[src/design/aes_pkg.sv]
// shared types, tables and round functions for the aes-128 block cipher
`default_nettype none
package aes_pkg;
  localparam int unsigned NumRounds  = 10;
  localparam int unsigned StoreDepth = 2 * (NumRounds + 1);
  localparam int unsigned KeyIdxW    = $clog2(StoreDepth);
  localparam int unsigned NumStages  = NumRounds + 1;

  localparam logic       ReqEncrypt = 1'b0;
  localparam logic       ReqDecrypt = 1'b1;
  localparam logic [0:0] CfgKeyHigh = 1'b0;
  localparam logic [0:0] CfgKeyLow  = 1'b1;

  typedef logic [127:0] block_t;

  typedef struct packed {
    logic   dec;
    block_t data;
  } stage_t;

  function automatic logic [7:0] sbox_fwd(input logic [7:0] x);
    logic [7:0] t [256];
    t = '{
      8'h63,8'h7c,8'h77,8'h7b,8'hf2,8'h6b,8'h6f,8'hc5,8'h30,8'h01,8'h67,8'h2b,8'hfe,8'hd7,8'hab,8'h76,
      8'hca,8'h82,8'hc9,8'h7d,8'hfa,8'h59,8'h47,8'hf0,8'had,8'hd4,8'ha2,8'haf,8'h9c,8'ha4,8'h72,8'hc0,
      8'hb7,8'hfd,8'h93,8'h26,8'h36,8'h3f,8'hf7,8'hcc,8'h34,8'ha5,8'he5,8'hf1,8'h71,8'hd8,8'h31,8'h15,
      8'h04,8'hc7,8'h23,8'hc3,8'h18,8'h96,8'h05,8'h9a,8'h07,8'h12,8'h80,8'he2,8'heb,8'h27,8'hb2,8'h75,
      8'h09,8'h83,8'h2c,8'h1a,8'h1b,8'h6e,8'h5a,8'ha0,8'h52,8'h3b,8'hd6,8'hb3,8'h29,8'he3,8'h2f,8'h84,
      8'h53,8'hd1,8'h00,8'hed,8'h20,8'hfc,8'hb1,8'h5b,8'h6a,8'hcb,8'hbe,8'h39,8'h4a,8'h4c,8'h58,8'hcf,
      8'hd0,8'hef,8'haa,8'hfb,8'h43,8'h4d,8'h33,8'h85,8'h45,8'hf9,8'h02,8'h7f,8'h50,8'h3c,8'h9f,8'ha8,
      8'h51,8'ha3,8'h40,8'h8f,8'h92,8'h9d,8'h38,8'hf5,8'hbc,8'hb6,8'hda,8'h21,8'h10,8'hff,8'hf3,8'hd2,
      8'hcd,8'h0c,8'h13,8'hec,8'h5f,8'h97,8'h44,8'h17,8'hc4,8'ha7,8'h7e,8'h3d,8'h64,8'h5d,8'h19,8'h73,
      8'h60,8'h81,8'h4f,8'hdc,8'h22,8'h2a,8'h90,8'h88,8'h46,8'hee,8'hb8,8'h14,8'hde,8'h5e,8'h0b,8'hdb,
      8'he0,8'h32,8'h3a,8'h0a,8'h49,8'h06,8'h24,8'h5c,8'hc2,8'hd3,8'hac,8'h62,8'h91,8'h95,8'he4,8'h79,
      8'he7,8'hc8,8'h37,8'h6d,8'h8d,8'hd5,8'h4e,8'ha9,8'h6c,8'h56,8'hf4,8'hea,8'h65,8'h7a,8'hae,8'h08,
      8'hba,8'h78,8'h25,8'h2e,8'h1c,8'ha6,8'hb4,8'hc6,8'he8,8'hdd,8'h74,8'h1f,8'h4b,8'hbd,8'h8b,8'h8a,
      8'h70,8'h3e,8'hb5,8'h66,8'h48,8'h03,8'hf6,8'h0e,8'h61,8'h35,8'h57,8'hb9,8'h86,8'hc1,8'h1d,8'h9e,
      8'he1,8'hf8,8'h98,8'h11,8'h69,8'hd9,8'h8e,8'h94,8'h9b,8'h1e,8'h87,8'he9,8'hce,8'h55,8'h28,8'hdf,
      8'h8c,8'ha1,8'h89,8'h0d,8'hbf,8'he6,8'h42,8'h68,8'h41,8'h99,8'h2d,8'h0f,8'hb0,8'h54,8'hbb,8'h16};
    return t[x];
  endfunction

  function automatic logic [7:0] sbox_inv(input logic [7:0] x);
    logic [7:0] t [256];
    t = '{
      8'h52,8'h09,8'h6a,8'hd5,8'h30,8'h36,8'ha5,8'h38,8'hbf,8'h40,8'ha3,8'h9e,8'h81,8'hf3,8'hd7,8'hfb,
      8'h7c,8'he3,8'h39,8'h82,8'h9b,8'h2f,8'hff,8'h87,8'h34,8'h8e,8'h43,8'h44,8'hc4,8'hde,8'he9,8'hcb,
      8'h54,8'h7b,8'h94,8'h32,8'ha6,8'hc2,8'h23,8'h3d,8'hee,8'h4c,8'h95,8'h0b,8'h42,8'hfa,8'hc3,8'h4e,
      8'h08,8'h2e,8'ha1,8'h66,8'h28,8'hd9,8'h24,8'hb2,8'h76,8'h5b,8'ha2,8'h49,8'h6d,8'h8b,8'hd1,8'h25,
      8'h72,8'hf8,8'hf6,8'h64,8'h86,8'h68,8'h98,8'h16,8'hd4,8'ha4,8'h5c,8'hcc,8'h5d,8'h65,8'hb6,8'h92,
      8'h6c,8'h70,8'h48,8'h50,8'hfd,8'hed,8'hb9,8'hda,8'h5e,8'h15,8'h46,8'h57,8'ha7,8'h8d,8'h9d,8'h84,
      8'h90,8'hd8,8'hab,8'h00,8'h8c,8'hbc,8'hd3,8'h0a,8'hf7,8'he4,8'h58,8'h05,8'hb8,8'hb3,8'h45,8'h06,
      8'hd0,8'h2c,8'h1e,8'h8f,8'hca,8'h3f,8'h0f,8'h02,8'hc1,8'haf,8'hbd,8'h03,8'h01,8'h13,8'h8a,8'h6b,
      8'h3a,8'h91,8'h11,8'h41,8'h4f,8'h67,8'hdc,8'hea,8'h97,8'hf2,8'hcf,8'hce,8'hf0,8'hb4,8'he6,8'h73,
      8'h96,8'hac,8'h74,8'h22,8'he7,8'had,8'h35,8'h85,8'he2,8'hf9,8'h37,8'he8,8'h1c,8'h75,8'hdf,8'h6e,
      8'h47,8'hf1,8'h1a,8'h71,8'h1d,8'h29,8'hc5,8'h89,8'h6f,8'hb7,8'h62,8'h0e,8'haa,8'h18,8'hbe,8'h1b,
      8'hfc,8'h56,8'h3e,8'h4b,8'hc6,8'hd2,8'h79,8'h20,8'h9a,8'hdb,8'hc0,8'hfe,8'h78,8'hcd,8'h5a,8'hf4,
      8'h1f,8'hdd,8'ha8,8'h33,8'h88,8'h07,8'hc7,8'h31,8'hb1,8'h12,8'h10,8'h59,8'h27,8'h80,8'hec,8'h5f,
      8'h60,8'h51,8'h7f,8'ha9,8'h19,8'hb5,8'h4a,8'h0d,8'h2d,8'he5,8'h7a,8'h9f,8'h93,8'hc9,8'h9c,8'hef,
      8'ha0,8'he0,8'h3b,8'h4d,8'hae,8'h2a,8'hf5,8'hb0,8'hc8,8'heb,8'hbb,8'h3c,8'h83,8'h53,8'h99,8'h61,
      8'h17,8'h2b,8'h04,8'h7e,8'hba,8'h77,8'hd6,8'h26,8'he1,8'h69,8'h14,8'h63,8'h55,8'h21,8'h0c,8'h7d};
    return t[x];
  endfunction

  function automatic logic [7:0] rcon(input logic [3:0] r);
    logic [7:0] v;
    case (r)
      4'd1: v = 8'h01;
      4'd2: v = 8'h02;
      4'd3: v = 8'h04;
      4'd4: v = 8'h08;
      4'd5: v = 8'h10;
      4'd6: v = 8'h20;
      4'd7: v = 8'h40;
      4'd8: v = 8'h80;
      4'd9: v = 8'h1B;
      4'd10: v = 8'h36;
      default: v = 8'h00;
    endcase
    return v;
  endfunction

  function automatic logic [7:0] xt(input logic [7:0] x);
    return {x[6:0], 1'b0} ^ (x[7] ? 8'h1B : 8'h00);
  endfunction

  // byte i of the block sits at bits 127-8i
  function automatic logic [7:0] gb(input block_t s, input int i);
    return s[127 - 8 * i -: 8];
  endfunction

  function automatic block_t sub_bytes(input block_t s, input logic inv);
    block_t o;
    for (int i = 0; i < 16; i++) begin
      o[127 - 8 * i -: 8] = inv ? sbox_inv(gb(s, i)) : sbox_fwd(gb(s, i));
    end
    return o;
  endfunction

  function automatic block_t shift_rows(input block_t s, input logic inv);
    block_t o;
    int src;
    o = s;
    for (int r = 1; r < 4; r++) begin
      for (int c = 0; c < 4; c++) begin
        if (inv) begin
          src = r + 4 * ((c - r + 4) % 4);
        end else begin
          src = r + 4 * ((c + r) % 4);
        end
        o[127 - 8 * (r + 4 * c) -: 8] = gb(s, src);
      end
    end
    return o;
  endfunction

  function automatic block_t mix_columns(input block_t s, input logic inv);
    block_t o;
    logic [7:0] a [4];
    logic [7:0] x2 [4];
    logic [7:0] x4 [4];
    logic [7:0] x8 [4];
    logic [7:0] acc;
    for (int c = 0; c < 4; c++) begin
      for (int j = 0; j < 4; j++) begin
        a[j]  = gb(s, 4 * c + j);
        x2[j] = xt(a[j]);
        x4[j] = xt(x2[j]);
        x8[j] = xt(x4[j]);
      end
      for (int r = 0; r < 4; r++) begin
        if (inv) begin
          acc = (x8[r] ^ x4[r] ^ x2[r])
              ^ (x8[(r + 1) % 4] ^ x2[(r + 1) % 4] ^ a[(r + 1) % 4])
              ^ (x8[(r + 2) % 4] ^ x4[(r + 2) % 4] ^ a[(r + 2) % 4])
              ^ (x8[(r + 3) % 4] ^ a[(r + 3) % 4]);
        end else begin
          acc = x2[r] ^ x2[(r + 1) % 4] ^ a[(r + 1) % 4] ^ a[(r + 2) % 4]
              ^ a[(r + 3) % 4];
        end
        o[127 - 8 * (4 * c + r) -: 8] = acc;
      end
    end
    return o;
  endfunction
endpackage
`default_nettype wire

[src/design/aes_key_expand.sv]
// round key expansion, one round key per cycle after each key write
`default_nettype none
module aes_key_expand import aes_pkg::*; (
  input  wire logic                 clk_i,
  input  wire logic                 rst_ni,
  input  wire logic                 cfg_we_i,
  input  wire logic [0:0]           cfg_idx_i,
  input  wire logic [63:0]          cfg_data_i,
  output logic [NumRounds:0][127:0] rk_o
);
  logic [127:0]          key_q, key_d;
  logic [NumRounds:0][127:0] rk_q;
  logic [3:0]            cnt_q, cnt_d;
  logic                  busy_q, busy_d;
  logic [127:0]          prev, nxt;
  logic [31:0]           t;

  always_comb begin
    key_d = key_q;
    if (cfg_we_i) begin
      case (cfg_idx_i)
        CfgKeyHigh: key_d[127:64] = cfg_data_i;
        CfgKeyLow:  key_d[63:0]   = cfg_data_i;
        default:    key_d = key_q;
      endcase
    end
  end

  assign prev = rk_q[cnt_q - 4'd1];
  always_comb begin
    t = {prev[23:0], prev[31:24]};
    t = {sbox_fwd(t[31:24]), sbox_fwd(t[23:16]), sbox_fwd(t[15:8]), sbox_fwd(t[7:0])};
    t[31:24] = t[31:24] ^ rcon(cnt_q);
    nxt[127:96] = prev[127:96] ^ t;
    nxt[95:64]  = prev[95:64] ^ nxt[127:96];
    nxt[63:32]  = prev[63:32] ^ nxt[95:64];
    nxt[31:0]   = prev[31:0] ^ nxt[63:32];
  end

  always_comb begin
    busy_d = busy_q;
    cnt_d  = cnt_q;
    if (cfg_we_i) begin
      busy_d = 1'b1;
      cnt_d  = 4'd1;
    end else if (busy_q) begin
      if (cnt_q == 4'(NumRounds)) begin
        busy_d = 1'b0;
      end else begin
        cnt_d = cnt_q + 4'd1;
      end
    end
  end

  always_ff @(posedge clk_i or negedge rst_ni) begin
    if (!rst_ni) begin
      key_q  <= '0;
      busy_q <= 1'b0;
      cnt_q  <= 4'd1;
    end else begin
      key_q  <= key_d;
      busy_q <= busy_d;
      cnt_q  <= cnt_d;
    end
  end

  always_ff @(posedge clk_i) begin
    if (cfg_we_i) begin
      rk_q[0] <= key_d;
    end else if (busy_q) begin
      rk_q[cnt_q] <= nxt;
    end
  end

  assign rk_o = rk_q;
endmodule
`default_nettype wire

[config.mk]
export PLATFORM = sky130hd
export DESIGN_NAME = aes_key_expand
export DESIGN_NICKNAME = d
export VERILOG_FILES = /design/src/design/aes_pkg.sv /design/src/design/aes_key_expand.sv
export SDC_FILE = /design/constraint.sdc
export NUM_CORES = 2
export LEC_CHECK = 0
export BUFFER_PORTS_ARGS = -buffer_cell sky130_fd_sc_hd__clkbuf_2
export CAP_MARGIN = 20
export CORE_AREA = 2 2 581 583
export DETAILED_ROUTE_END_ITERATION = 10
export DIE_AREA = 0 0 583 585
export GPL_TIMING_DRIVEN = 1
export PLACE_DENSITY_LB_ADDON = 0.08
export SETUP_SLACK_MARGIN = 0.15
export SYNTH_ARGS = -nofsm -noshare
export SYNTH_HDL_FRONTEND = slang
export SYNTH_SLANG_ARGS = --single-unit
[constraint.sdc]
create_clock -name clk_i -period 10.54 [get_ports clk_i]
set_input_delay 0.527 -clock clk_i [delete_from_list [all_inputs] [get_ports clk_i]]
set_output_delay 0.527 -clock clk_i [all_outputs]
set_load 0.1 [all_outputs]
# --- Yosys cells after proc, flatten, opt, wreduce, memory -nomap -nowiden ---
# Memories as Yosys holds them, arrays and structs flattened.
# Index checks and enable logic that the tools add are counted.
op_classes:
  order_cmp: 7
  n_reduce_logical: 4
  eq_ne: 2
  n_addsub: 2
  n_bitwise: 10
  muxes: 24
ops:
  columns: ["operator", "count"]
  rows:
  - ["$bwmux 1408", 1]
  - ["$mux 128", 5]
  - ["$bmux 128 s4", 1]
  - ["$demux 128 s4", 1]
  - ["$mux 64", 2]
  - ["$xor 32x32->32", 4]
  - ["$mux 8", 8]
  - ["$ge 9x9->1 const B", 4]
  - ["$not 8->9", 4]
  - ["$mux 4", 3]
  - ["$lt 4x5->1 const B", 2]
  - ["$xor 8x8->8", 1]
  - ["$add 4x1->4 const B", 1]
  - ["$eq 4x4->1 const B", 1]
  - ["$ge 4x1->1 const B", 1]
  - ["$reduce_and 2->1", 2]
  - ["$sub 4x1->4 const B", 1]
  - ["$mux 1", 3]
  - ["$ne 2x2->1 const B", 1]
  - ["$reduce_bool 2->1", 1]
  - ["$logic_and 1x1->1", 1]
  - ["$not 1->1", 1]
word_totals:
  register_bits: 1541
  memories: 5
  in_bits: 68
  mem_bits_ro: 8320
  word_cells: 68
memory_table:
  columns: ["name", "words", "word_bits", "read_ports", "rd_ports_with_merged_regs", "write_ports", "line_no", "text"]
  rows:
  - ["(no name shown)", 256, 8, 1, 0, 0, "aes_pkg.sv:40", "return t[x];"]
  - ["(no name shown)", 256, 8, 1, 0, 0, "aes_pkg.sv:40", null]
  - ["(no name shown)", 256, 8, 1, 0, 0, "aes_pkg.sv:40", null]
  - ["(no name shown)", 256, 8, 1, 0, 0, "aes_pkg.sv:40", null]
  - ["(no name shown)", 16, 8, 1, 0, 0, "aes_pkg.sv:67", "case (r)"]

# --- Longest topological paths before layout ---
depth:
  depth_word: 15
  mapped_depth: 34
  mapped_depth_nobuf: 20

# --- Least setup slack after synthesis ---
# Ideal clock, no wire load.
synth_timing:
  path_kind: "register to register"
  startpoint: "reg cnt_q[0]"
  endpoint: "reg rk_q, in the netlist rk_o[18], data pin"
  path_buffers: 13
  period_less_slack_ps: 7983
  t_required_ps: 10284
  path_slack_ps: 2557
  t_arrival_ps: 7726
  setup_time_ps: 256
  stages_incl_launch_ff: 33
  cell_sequence: "dfstp_2 buf_4 inv_1 buf_2 buf_2 buf_1 buf_1 clkbuf_1 clkbuf_1 ha_1 buf_4 buf_6 buf_6 buf_6 buf_6 mux2i_1 a311oi_1 nand4_1 nand2_1 buf_1 ha_1 inv_1 nor3_1 a31oi_1 o21ai_1 a22oi_1 nor2_1 o311a_1 a41oi_1 xor2_1 xnor2_1 xnor2_1 a22o_1"
synth_via:
  elab_chain_len: 14
  elab_cells_between_ends: 19
  cone_classes: "1 x add/sub; 2 x order compare; 9 x mux; 5 x bitwise; 1 x reduce/logical; 1 x memory"
synth_rtl:
  columns: ["item", "line_no", "text"]
  rows:
  - ["from (decl)", "aes_key_expand.sv:13", "logic [3:0] cnt_q, cnt_d;"]
  - ["from (signal assigned)", "aes_key_expand.sv:63", "cnt_q <= cnt_d;"]
  - ["$sub 4x1->4 *", "aes_key_expand.sv:29", "assign prev = rk_q[cnt_q - 4'd1];"]
  - ["$bmux 128 s4 *", "aes_key_expand.sv:29", null]
  - ["$mux 128 (not written as such) *", "aes_key_expand.sv:29", null]
  - ["$not 8->9 (not written as such)", "aes_pkg.sv:40", null]
  - ["$mem_v2 256x8", null, null]
  - ["$mux 8 (not written as such) (2 in a row)", "aes_pkg.sv:40", null]
  - ["$xor 32x32->32 *", "aes_key_expand.sv:34", "nxt[127:96] = prev[127:96] ^ t;"]
  - ["via nxt[114]", "aes_key_expand.sv:15", "logic [127:0] prev, nxt;"]
  - ["$xor 32x32->32 *", "aes_key_expand.sv:35", "nxt[95:64] = prev[95:64] ^ nxt[127:96];"]
  - ["via nxt[82]", "aes_key_expand.sv:15", null]
  - ["$xor 32x32->32 *", "aes_key_expand.sv:36", "nxt[63:32] = prev[63:32] ^ nxt[95:64];"]
  - ["$xor 32x32->32 *", "aes_key_expand.sv:37", "nxt[31:0] = prev[31:0] ^ nxt[63:32];"]
  - ["via nxt[18]", "aes_key_expand.sv:15", null]
  - ["$bwmux 1408 *", "aes_key_expand.sv:71", "rk_q[cnt_q] <= nxt;"]
  - ["$mux 128 *", "aes_key_expand.sv:70", "end else if (busy_q) begin"]
  - ["$mux 128 *", "aes_key_expand.sv:68", "if (cfg_we_i) begin"]
  - ["to (signal, indexed assignment)", "aes_key_expand.sv:71", null]
  - ["to (decl)", "aes_key_expand.sv:12", "logic [NumRounds:0][127:0] rk_q;"]
# Mark *: on every way through the listed nets, which the timed path passes. The rest lies on a longest branch. The select of a mux whose other input is x is not followed.
# A chain may end at the register's enable or synchronous reset.

# --- Final worst setup path ---
layout_timing:
  startpoint: "reg cnt_q[0]"
  endpoint: "reg rk_q, in the netlist rk_o[1041], data pin"
layout_via:
  elab_chain_len: 12
  elab_cells_between_ends: 17
  cone_classes: "1 x add/sub; 2 x order compare; 7 x mux; 5 x bitwise; 1 x reduce/logical; 1 x memory"
layout_rtl:
  columns: ["item", "line_no"]
  rows:
  - ["$sub 4x1->4 *", "aes_key_expand.sv:29"]
  - ["$bmux 128 s4 *", "aes_key_expand.sv:29"]
  - ["$mux 128 (not written as such) *", "aes_key_expand.sv:29"]
  - ["$not 8->9 (not written as such)", "aes_pkg.sv:40"]
  - ["$mem_v2 256x8", null]
  - ["$mux 8 (not written as such) (2 in a row)", "aes_pkg.sv:40"]
  - ["$xor 32x32->32", "aes_key_expand.sv:34"]
  - ["$xor 32x32->32", "aes_key_expand.sv:35"]
  - ["$xor 32x32->32 *", "aes_key_expand.sv:36"]
  - ["via nxt[49]", "aes_key_expand.sv:15"]
  - ["$xor 32x32->32 *", "aes_key_expand.sv:37"]
  - ["via nxt[17]", "aes_key_expand.sv:15"]
  - ["$bwmux 1408 *", "aes_key_expand.sv:71"]
# Marked as above.

==> results.cfg <==
[timing]
worst_slew_pin_slew_ps = 1210
setup_violations = 0
tns_ps = 0
fmax_ghz = 0.107
rsz0062_at_grt = false
hold_viol_final = 0
finalCriticalPeriod_ps = 9320
min_period_over_period = 0.885
slew_viol_final = 0
finClkSkew_ps = 91.2
maxSlewHeadroom = 0.187

[clock_network]
post_cts_buffers = 0
cts.sink_count = 1541
h-tree-depth = 4
cts_root_buf = clkbuf_16
ctsHoldBuffers = 51
clk_latency_ps = 940
clock_path_buffers = 4
clk_pin_slew_worst_paths_ps = 70
cts_tree = built
cts_made_buffers = 190
cts_resized = 0

[route]
drtAntennaViolNets = 0
routed_via_density = 5.57
vias = 67134
dr.pass1.iters = 6
wirelength_mm = 539
drc = 0
drtIter0Drc = 7443
wl_per_cell_um = 44.6

[floorplanning]
die_h_um = 585
die-area_um2 = 341000
ios = 1476
row_count = 213
initial_core_util = 0.234
fp.dieW_um = 583
core-area_um2 = 335000

[critical_path]
crit_slowest_cell = xnor2_2
cp_cell_sequence = inv_8 -> ha_4 -> buf_12 -> buf_4 -> mux4_2 -> mux2i_1 -> o22a_2 -> buf_12 -> nand2_1 -> a31o_2 -> a211oi_1 -> o32ai_1 -> a211oi_2 -> xor2_2 -> xnor2_2 -> xnor2_1 -> buf_4
cp_max_fo = 73
startpoint_type = flop
required_ps = 11190
worstPathArrival_ps = 9980
critPathKind = reg -> reg
worstSetupEndpointType = flop
critical-path-max-stage-delay_ps = 950

[synth]
syn_avg_cell_area_um2 = 13.3
synth_area_um2 = 78500
yosysTopAreaCellShare = 0.539
ys_warn_count = 0
ys_seq_elements = 1541
synthFlopType = edfxtp_1
synth_top_area_cell = edfxtp_1
synth_cell_type_count = 115
syn_nets = 6026
yosys-top-cells-area = edfxtp_1 54%, mux4_2 6.6%, mux2_2 4.5%
ys_seq_area_frac = 0.581
synthCells = 5895
synth_edf_count = 1408
async_reset_ff_frac = 0.0863

[grt]
antenna_found_initial = 51
grt_max_degree = 109
grt_pass1_vias = 65982
gr-usage-all-layers = 0.304
grt_overflow = 0
grt_pass1_wl_mm = 695

[finish]
nets = 7608
multi_input_area_um2 = 31000
register_area_um2 = 45600
drive_gt1_frac = 0.377
synthToLayoutAreaGrowth_pct = 26.8
layout_common_cells = 1472 x clkbuf_2, 1408 x edfxtp_1, 374 x nand2_1
nFillCells = 34485
final_common_cell = clkbuf_2

[placement]
gp_congestion = 0.977
port_buffers = 1475
dpl.hpwl_mm = 407

[outcome]
status = completed

[job]
cap_violations = 0

[hold_path]
holdCritPathClass = in -> reg
through the flow:
step,cells,hold WS (ps),util,instance area (um^2),worst slack [ps]
2_1_floorplan,5895,231,-,78500,2560
3_3_place_gp,11612,481,0.276,92500,963
3_5_place_dp,11637,487,0.277,92800,1040
4_1_cts,12032,20.4,0.297,99400,1030
5_1_grt,12041,38.5,0.297,99500,1040
6_report,12063,92.1,0.297,99500,1220
synth_stat cells (27+ instances only):
cell type and instances:
o21ai_0 317, o311ai_0 36, a211oi_1 70, a21oi_1 207
dfrtp_1 132, nor2_1 266, a211o_1 31, mux2_2 313
mux2i_1 146, a22oi_1 29, a221oi_1 93, o21ai_1 47
a31oi_1 105, nor3_1 129, xnor2_1 150, mux4_2 229
o221ai_1 33, clkbuf_1 195, a22o_1 95, nand3_1 192
nand4_1 31, a311oi_1 56, edfxtp_1 1408, buf_2 199
ha_1 63, buf_1 52, xor2_1 35, o22ai_1 35
o211ai_1 146, buf_4 43, and2_1 27, nand2_1 377
inv_1 67
area by class of cell:
class / count / share of cell area
clock buffer: 238 / 0.0507
inverter: 78 / 0.00302
multi-input combinational: 3769 / 0.311
sequential: 1541 / 0.458
antenna: 27 / 0.000679
clock inverter: 106 / 0.0107
tap: 4407 / 0.0554
timing repair buffer: 1897 / 0.110
per-layer routing:
metal  share of wire  GRT usage  up-vias
met2            0.47      0.498     3398
met4           0.042      0.109       18
met1            0.42      0.392    36212
li1                -          -    26860
met5         0.00019          0        -
met3           0.072     0.0692      646
worst max-delay path, delay by kind of cell (launching register included):
family | cells | cell delay [ps]
AOI/OAI and AO/OA | 5 | 2470
muxes | 2 | 1140
DFF | 1 | 870
adders and majority gates | 1 | 700
xor gates and xnor gates | 3 | 1620
buffers and inverters | 5 | 1810
and+or+nand+nor | 1 | 210
logic make-up after synthesis:
kind of cell    synth area share
buf+inv                   0.0349
xor+xnor                  0.0258
compound gates             0.149
mux                        0.129
fa+ha+maj                 0.0100
flops                      0.581
simple gates              0.0696
flip-flops by register name (all words and copies together), names as in the netlist:
name,flops
key_q,128
rk_o,1408
cnt_q,4
busy_q,1
path summary, 6_finish.rpt:
| path | from | end | slack, ps | depth (start not counted) |
|---|---|---|---|---|
| min reg2reg | key_q[20] | key_q[20] | 500 | 1 |
| min | cfg_data_i[19] | key_q[19] | 90 | 2 |
| max reg2reg | cnt_q[0] | rk_o[1041] | 1220 | 17 |
| max | cnt_q[0] | rk_o[1041] | 1220 | 17 |
| min in group asynchronous | rst_ni | key_q[69] | 240 | 2 |
| max in group asynchronous | rst_ni | busy_q | 8200 | 4 |
Power is left out: the tool's default activity adds up to more than one toggle a clock period on the data nets, which glitch-free logic cannot reach.
